**config.mk**
```make
export PLATFORM = sky130hd
export DESIGN_NAME = pcpool_ctrl
export DESIGN_NICKNAME = d
export VERILOG_FILES = /design/src/rtl/core/pcpool_pkg.sv /design/src/rtl/core/pcpool_ctrl.sv
export SDC_FILE = /design/constraint.sdc
export NUM_CORES = 1
export LEC_CHECK = 0
export ABC_AREA = 1
export BUFFER_PORTS_ARGS = -buffer_cell sky130_fd_sc_hd__buf_4
export CORE_AREA = 2 2 39 41
export DETAILED_ROUTE_END_ITERATION = 7
export DIE_AREA = 0 0 41 43
export HOLD_SLACK_MARGIN = 0.06
export PLACE_DENSITY = 0.37
export SLEW_MARGIN = 20
export SYNTH_ARGS = -nofsm -noshare
export SYNTH_HDL_FRONTEND = slang
export SYNTH_SLANG_ARGS = --single-unit
export TNS_END_PERCENT = 10
```
**constraint.sdc**
```tcl
create_clock -name clock -period 0.8 [get_ports clock]
set_clock_uncertainty 0.1 [all_clocks]
set_input_delay 0 -clock clock [delete_from_list [all_inputs] [get_ports clock]]
set_output_delay 0 -clock clock [all_outputs]
set_load 0.01 [all_outputs]
```
**src/rtl/core/pcpool_pkg.sv**
```systemverilog
// Shared constants, codes and control types of the per-CPU page pool.
`timescale 1ns / 1ps

package pcpool_pkg;

   // Default sizing, handed to the top level as parameter defaults.
   localparam int NUM_CPUS_DEFAULT   = 8;
   localparam int NUM_PAGES_DEFAULT  = 32768;
   localparam int PAGE_BYTES_DEFAULT = 4096;

   // Field widths fixed by the channel definitions.
   localparam int ADDR_W   = 32;
   localparam int CPU_W    = 3;
   localparam int STATUS_W = 2;

   // Request actions.
   localparam logic ACTION_FREE  = 1'b0;
   localparam logic ACTION_ALLOC = 1'b1;

   // Result status codes.
   localparam logic [STATUS_W-1:0] STATUS_DONE     = 2'd0;
   localparam logic [STATUS_W-1:0] STATUS_NO_MEM   = 2'd1;
   localparam logic [STATUS_W-1:0] STATUS_BAD_FREE = 2'd2;

   // Configuration register indexes.
   localparam logic CSR_LOW_LIMIT  = 1'b0;
   localparam logic CSR_HIGH_LIMIT = 1'b1;

   // Configuration register reset values.
   localparam logic [ADDR_W-1:0] LOW_LIMIT_RESET  = 32'h8000_0000;
   localparam logic [ADDR_W-1:0] HIGH_LIMIT_RESET = 32'h8800_0000;

   // Commands from the controller to the datapath.
   typedef struct packed {
      logic latch;   // capture the accepted request
      logic look;    // check the address, pick the source list, read its head
      logic fetch;   // read the next link of the head page
      logic push;    // link the freed page in and make it the head
      logic report;  // finish with no change to the lists
      logic pop;     // move the head along and deliver the page
   } ctrl_cmd_type;

   // Status from the datapath to the controller.
   typedef struct packed {
      logic is_alloc;
      logic bad;
      logic found;
      logic out_free;
   } dp_status_type;

endpackage

```
**src/rtl/core/pcpool_ctrl.sv**
```systemverilog
// Controller state machine of the per-CPU page pool.
`timescale 1ns / 1ps

module pcpool_ctrl import pcpool_pkg::*; (
   input  logic          clock,
   input  logic          reset,
   input  logic          req_valid,
   output logic          req_ready,
   output ctrl_cmd_type  cmd,
   input  dp_status_type stat
);

   localparam logic [1:0] S_IDLE  = 2'd0;
   localparam logic [1:0] S_LOOK  = 2'd1;
   localparam logic [1:0] S_APPLY = 2'd2;
   localparam logic [1:0] S_POP   = 2'd3;

   logic [1:0] state_ff, state_in;

   always_comb begin
      state_in  = state_ff;
      cmd       = '0;
      req_ready = 1'b0;
      unique case (state_ff)
         S_IDLE: begin
            req_ready = 1'b1;
            if (req_valid) begin
               cmd.latch = 1'b1;
               state_in  = S_LOOK;
            end
         end
         S_LOOK: begin
            cmd.look = 1'b1;
            state_in = S_APPLY;
         end
         S_APPLY: begin
            if (stat.is_alloc && stat.found) begin
               cmd.fetch = 1'b1;
               state_in  = S_POP;
            end else if (stat.out_free) begin
               if (!stat.is_alloc && !stat.bad) begin
                  cmd.push = 1'b1;
               end else begin
                  cmd.report = 1'b1;
               end
               state_in = S_IDLE;
            end
         end
         S_POP: begin
            if (stat.out_free) begin
               cmd.pop  = 1'b1;
               state_in = S_IDLE;
            end
         end
         default: begin
            state_in = S_IDLE;
         end
      endcase
   end

   always_ff @(posedge clock) begin
      if (reset) begin
         state_ff <= S_IDLE;
      end else begin
         state_ff <= state_in;
      end
   end

endmodule

```
## Word level (Yosys, flattened, before mapping)

Index checks and enable logic that the tools add are counted.

- Register bits after elaboration: 2
- Input port bits: 7
- Output and inout bits: 7
- Logic and storage cells: 26

- Equal/unequal tests: 4
- Multiplexer cells: 16
- Reduce and logical (&&, ||, !) cells: 5

Operators with widths:

| kind | number |
|---|---|
| 2-bit 2-to-1 mux | 5 |
| 1-bit 2-to-1 mux | 9 |
| 2-bit one-hot mux with 4 select lines | 1 |
| 2-bit equality test, second input constant | 2 |
| 3-bit 2-to-1 mux | 1 |
| 2-bit by 1-bit equality test with 1-bit output, second input constant | 1 |
| 1-bit logical AND | 2 |
| 1-bit logical NOT | 2 |
| 2-bit logical NOT | 1 |
| 2-bit != test, second input constant | 1 |

## Depth between registers and ports, before layout

Gate-level depths: netlist of run 1.

- Word-level depth: 6
- Depth in mapped cells: 5
- Gate-level depth less buffers: 5

## Worst setup path after synthesis of run 1

Ideal clock, no wire load.

- Path kind: register to register
- Start: reg state_ff[0]
- End: reg state_ff[0]
- Library setup time: 0.110 ns
- Arrival: 0.716 ns
- Data required time: 0.590 ns
- Path slack: -0.126 ns
- Stages on the path, launching flop included: 5
- Buffers on the path: 0
- Clock period less this slack: 0.926 ns
- Path through: dfxtp_1 -> nor2_1 -> nand2_1 -> nand2_1 -> nor2_1

- Cells in the longest elaborated chain, start to end: 3
- Elaborated cells on any way between the ends: 8
- Classes of those cells: eq/ne (4); mux (3); reduce/logical (1)

RTL lines:

| what | line | source |
|---|---|---|
| start: declaration | pcpool_ctrl.sv:18 | `logic [1:0] state_ff, state_in;` |
| start signal: assignment | pcpool_ctrl.sv:65 | `state_ff <= state_in;` |
| 2-bit 2-to-1 mux (2 in series) | - |  |
| 2-bit one-hot mux with 4 select lines | pcpool_ctrl.sv:24 | `unique case (state_ff)` |

Parallel ways exist; a longest one is shown, timed or not.
A chain may end at the register's enable or synchronous reset.

==> impl_metrics.py, run 1 <==
metrics = {
    "run_status": {
        "outcome": "finished, violations left",
        "violations": "hold timing, setup timing",
    },
    "floorplan": {
        "core_area_mm2": 0.00138,
        "ios": 14,
        "die_w_um": 41,
        "start_util_pct": 11.7,
        "die_h_um": 43,
        "die_area_mm2": 0.00176,
        "num_rows": 14,
    },
    "sta": {
        "fin_setup_tns_ns": -1.78,
        "slew_headroom_pct": 89.3,
        "max_freq_ghz": 0.936,
        "slew_violations": 0,
        "hold_viol_final": 1,
        "setup_viol": 9,
        "holdWs_ns": -0.0000749,
        "fin_crit_ns": 1.07,
        "worstMarginPinSlew_ns": 0.159,
        "post-route-period-util_pct": 133,
        "rsz0062_at_grt": "true",
        "fin_ws_ns": -0.268,
    },
    "place": {
        "gp_congestion": 0.658,
        "portBuffers": 13,
        "hpwl_um": 365,
    },
    "global_route": {
        "grt_pass1_wl_um": 807,
        "grt_overflow_total": 0,
        "grt_pass1_vias": 189,
        "grt_max_degree": 7,
        "antenna_found_initial": 0,
        "grt_use_total_pct": 7.52,
    },
    "logic_synthesis": {
        "post-synth-top-count-cell": "nand2_1",
        "synthTopCellsByArea": "dfxtp_1 25%, nand2_1 19%, inv_1 12%, nor2_1 12%, nor3_1 9.3%",
        "synth_compound_area_share_pct": 0,
        "synth_adder_area_share_pct": 0,
        "yosysUniqueCellTypes": 10,
        "yosys.area.top_type": "dfxtp_1",
        "synthFlopType": "dfxtp_1",
        "synth-simple-area-share_pct": 61.2,
        "synth_common_cells": "8 x nand2_1, 5 x inv_1, 5 x nor2_1, 3 x nor3_1",
        "syn_nets": 36,
        "synth-seq-area-share_pct": 24.8,
        "synth_edf_count": 0,
        "synth_xor_area_share_pct": 0,
        "synth.top_cell.area_share_pct": 24.8,
        "synthMuxAreaShare_pct": 0,
        "synth_top_family_by_area": "simple AND/OR/NAND/NOR gates",
        "avgSynthCellArea_um2": 5.57,
        "synth_seq_cells": 2,
        "synth_cells": 29,
        "async_flop_share_pct": 0,
        "yosysWarnings": 0,
        "syn_area_um2": 161,
    },
    "critical_path": {
        "r2r_slack_ns": -0.11,
        "crit_path_end_kind": "output pin",
        "path_class": "register to output pin",
        "cp.arrival_ns": 0.97,
        "path_max_fanout": 5,
        "rr_worst_depth": 5,
        "worstPathRequired_ns": 0.70,
        "cp-start-kind": "register",
    },
    "route": {
        "route.detailed.drc": 0,
        "num_vias": 234,
        "drt-total-wl_um": 466,
        "vias_per_cell": 3.66,
        "met1_length_um": 208,
        "drt_first_pass_iters": 3,
        "wl_met2_um": 200,
        "drtIter0Drc": 1,
        "ant_nets": 0,
        "avgRoutedWirePerCell_um": 7.28,
        "highest_layer": "met3",
        "dr_wl_met3_um": 57,
    },
    "pwr": {
        "leakagePower_nw": 0.187,
        "finalPower_mw": 0.606,
        "ir_drop_mv": 1.10,
        "cellPowerDensity_mw_per_mm2": 1650,
    },
    "clocking": {
        "h-tree-depth": 1,
        "clock_path_buffers": 2,
        "insertion_delay_ns": 0.22,
        "post_cts_buffers": 0,
        "cts.sinks": 2,
        "clock-root-buffer": "clkbuf_4",
        "clkTransAtPathRegs_ns": 0.03,
        "cts-buffers-inserted": 3,
        "cts_tree": "yes",
    },
    "cells_and_area": {
        "diodes": 0,
        "drive_above_1_share_pct": 62.5,
        "largest_reg_flops": 2,
        "nNetsFinal": 57,
        "reg.largest.list": "state_ff x2",
        "top_register": "state_ff",
        "syn_to_final_growth_pct": 128,
    },
    "worst_hold_path": {
        "min_path_cells": 5,
        "min_path_type": "input port to register",
    },
    "flow_run": {
        "max_cap_viol_count": 0,
    },
}
## power by group
group,switching (mW),internal (mW),total (mW)
sequential,0.0303,0.119,0.149
combinational,0.105,0.132,0.237
clock,0.0550,0.165,0.220
total,0.190,0.416,0.606
## logic make-up after synthesis
family                 count (synthesis)
and+or+nand+nor                       21
DFF                                    2
buffers and inverters                  6
## worst max-delay path, stage by stage, from the launching register on
cell and delay, ns:
dfxtp_4 0.35, inv_4 0.07, nand2_2 0.07, nor3_2 0.11, buf_4 0.14
## path summary, 6_finish.rpt
check | start | end
setup / recovery | state_ff[0]$_SDFFE_PP0P_ | cmd[2]
hold / removal | req_valid | state_ff[0]$_SDFFE_PP0P_
setup reg to reg | state_ff[0]$_SDFFE_PP0P_ | state_ff[1]$_SDFFE_PP0P_
hold reg to reg | state_ff[0]$_SDFFE_PP0P_ | state_ff[0]$_SDFFE_PP0P_
## timing repair
action	in CTS	in global routing
gates cloned	0	0
endpoints found under the setup margin	9	9
endpoints found under the hold margin	2	0
pin swaps	2	2
hold buffers	1	0
gates resized for setup	7	5
## placed cells by master, fill, tap and decap left out
cell type and instances:
clkbuf_4 3, inv_2 1, nand3_2 1, nand2_2 2, nand2_1 8, nor2_1 4, nor3_2 2, nor2_4 1
dlygate4sd3_1 1, nor2_2 1, buf_6 3, buf_4 12, inv_4 2, dfxtp_4 2, nor3_1 1, or2_1 1
inv_1 3
## metal layers
| metal | vias up | global-route usage, % |
|---|---|---|
| met2 | 9 | 6.25 |
| met5 | - | 0 |
| met1 | 99 | 10.9 |
| li1 | 126 | - |
| met3 | 0 | 7.85 |
| met4 | 0 | 4.00 |
## cell type report
cell class              count  area (µm²)
fillers                   159        1020
repair buffers             16         134
multi-input cells          21         116
flip-flops and latches      2        47.5
inverters                   6        27.5
clock buffers               3        22.5
well taps                  16        20.0
## through the flow
stage | instances | area (µm²) | hold WS (ns) | util (%) | worst slack (ns)
floorplan | 29 | 166 | -0.0350 | - | -0.0583
global placement | 60 | 299 | 0.0614 | 21.6 | -0.126
detailed placement | 60 | 299 | 0.0626 | 21.6 | -0.132
CTS | 64 | 353 | 0.00111 | 25.5 | -0.270
global route | 64 | 368 | 0.0663 | 26.6 | -0.339
finish | 64 | 368 | -0.0000749 | 26.6 | -0.268
Note: power is estimated with default switching activity, not from simulation.
==> run 2: changes to the inputs <==
- PLACE_DENSITY: 0.37 -> unset
==> run 2 against run 1 <==
  * The run ends with setup timing left
  * Sequential share of layout area is 0.22 points lower
  * Global-route usage shrank 1.3 points
  * Non-clock buffer count grew 1
  * Fmax fell by 1.1%
  * Largest power group unchanged
==> impl_metrics.py, run 2 (synthesis gave the netlist of run 1 again) <==
metrics = {
    "cells_and_area": {
        "regArea_um2": 47.5,
        "reg.largest.list": "state_ff x2",
        "nNetsFinal": 58,
        "top_register": "state_ff",
        "largest_reg_flops": 2,
        "drive_above_1_share_pct": 61.2,
        "n_fill_cell": 157,
        "multiInputGateArea_um2": 121,
        "diodes": 0,
        "syn_to_final_growth_pct": 132,
        "final_common_cell": "buf_4",
        "layout_common_cells": "14 x buf_4, 8 x nand2_1, 4 x inv_1, 4 x nor2_1, 3 x clkbuf_4",
    },
    "sta": {
        "slew_headroom_pct": 88.5,
        "max_freq_ghz": 0.926,
        "post-route-period-util_pct": 135,
        "fin_ws_ns": -0.280,
        "fin_crit_ns": 1.08,
        "rsz0062_at_grt": "true",
        "setup_viol": 9,
        "hold_viol_final": 0,
        "slew_violations": 0,
        "fin_setup_tns_ns": -1.90,
        "worstMarginPinSlew_ns": 0.171,
    },
    "floorplan": {
        "ios": 14,
        "die_area_mm2": 0.00176,
        "num_rows": 14,
        "die_w_um": 41,
        "die_h_um": 43,
        "start_util_pct": 11.7,
        "core_area_mm2": 0.00138,
    },
    "place": {
        "dpl_worst_slack_ns": -0.130,
        "hpwl_um": 381,
        "portBuffers": 13,
        "gp_congestion": 0.688,
    },
    "clocking": {
        "clock_path_buffers": 2,
        "cts_tree": "yes",
        "insertion_delay_ns": 0.22,
        "post_cts_buffers": 0,
        "h-tree-depth": 1,
        "cts-buffers-inserted": 3,
        "cts.sinks": 2,
        "clkTransAtPathRegs_ns": 0.03,
        "ctsHoldBuffers": 1,
        "clock-root-buffer": "clkbuf_4",
    },
    "route": {
        "num_vias": 238,
        "drt_first_pass_iters": 2,
        "ant_nets": 0,
        "vias_per_cell": 3.66,
        "drtIter0Drc": 2,
        "route.detailed.drc": 0,
        "drt-total-wl_um": 463,
        "avgRoutedWirePerCell_um": 7.12,
    },
    "critical_path": {
        "path_buf_inv": 3,
        "cp-endpoint": "cmd[3]",
        "crit_path_end_kind": "output pin",
        "path_class": "register to output pin",
        "rr_endpoint": "state_ff[1]$_SDFFE_PP0P_",
        "cp.arrival_ns": 0.98,
        "cp_common_cell": "buf_6",
        "worstSetupStartpoint": "state_ff[0]$_SDFFE_PP0P_",
        "cp-start-kind": "register",
        "path_max_fanout": 5,
        "rr_worst_depth": 5,
        "slowest_stage": "dfxtp_4",
        "cp_top_family": "flip-flops",
        "r2r_start": "state_ff[0]$_SDFFE_PP0P_",
        "crit_chain": "inv_4 -> nand2_4 -> nor2_4 -> buf_6 -> buf_6",
        "r2r_slack_ns": -0.10,
        "worstPathRequired_ns": 0.70,
        "path_depth": 5,
        "worst_path_largest_cell_delay_ns": 0.35,
    },
    "global_route": {
        "grt_overflow_total": 0,
        "grt_max_degree": 7,
        "grt_use_total_pct": 6.20,
        "grt_pass1_wl_um": 690,
        "antenna_found_initial": 0,
        "grt_pass1_vias": 212,
    },
    "worst_hold_path": {
        "min_path_cells": 5,
        "min_path_type": "input port to register",
    },
    "flow_run": {
        "max_cap_viol_count": 0,
    },
    "pwr": {
        "finalPower_mw": 0.602,
        "leakagePower_nw": 0.195,
        "cellPowerDensity_mw_per_mm2": 1610,
        "ir_drop_mv": 0.706,
    },
    "run_status": {
        "violations": "setup timing",
        "outcome": "finished, violations left",
    },
}
==> run 2: per-stage QoR <==
step / area (µm²) / util (%) / hold slack [ns] / cells
global placement: 307 / 22.2 / 0.0645 / 61
detailed placement: 307 / 22.2 / 0.0656 / 61
CTS: 369 / 26.7 / 0.00112 / 65
global route: 374 / 27.0 / 0.0243 / 65
floorplan: 166 / - / -0.0350 / 29
finish: 374 / 27.0 / 0.00307 / 65
==> run 2: power by group <==
| group | internal [mW] | leakage (nW) | switching, mW |
|---|---|---|---|
| Sequential | 0.119 | 0.0178 | 0.0299 |
| Combinational | 0.127 | 0.164 | 0.105 |
| Clock | 0.165 | 0.0138 | 0.0563 |
| Total | 0.411 | 0.195 | 0.191 |
==> run 2: cell type report <==
cell class	instances	area share, %
Tap cell	16	5.35
Clock buffer	3	6.02
Sequential cell	2	12.7
Timing Repair Buffer	17	36.8
Inverter	6	6.69
Multi-Input combinational cell	21	32.4
==> run 2: worst reg2reg max path: stages, from the launching register on <==
cell	delay (ns)
dfxtp_4	0.37
inv_4	0.05
nand2_4	0.07
nor2_4	0.04
nor2_1	0.11
nor2_1	0.05
==> run 2: how the worst min path moves through the flow <==
stage,startpoint,to,slack [ns]
after floorplan,reset,state_ff[1]$_SDFFE_PP0P_,-0.04
after global placement,reset,state_ff[1]$_SDFFE_PP0P_,0.06
after detailed placement,reset,state_ff[1]$_SDFFE_PP0P_,0.07
after CTS,req_valid,state_ff[0]$_SDFFE_PP0P_,0.001
after global routing,req_valid,state_ff[0]$_SDFFE_PP0P_,0.02
final,req_valid,state_ff[0]$_SDFFE_PP0P_,0.003
==> run 2: layer usage <==
metal  vias up  track usage, %  routed length [µm]
met1       102            5.71                 173
met4         0            8.00                   0
met3         0            1.57                  42
met5         -               0                   0
li1        127               -                   -
met2         9            9.06                 247
==> run 2: what timing repair did <==
item | in CTS | in global routing
pin swaps | 3 | 1
resized for setup | 9 | 1
hold endpoints to repair | 2 | 1
setup endpoints to repair | 9 | 9
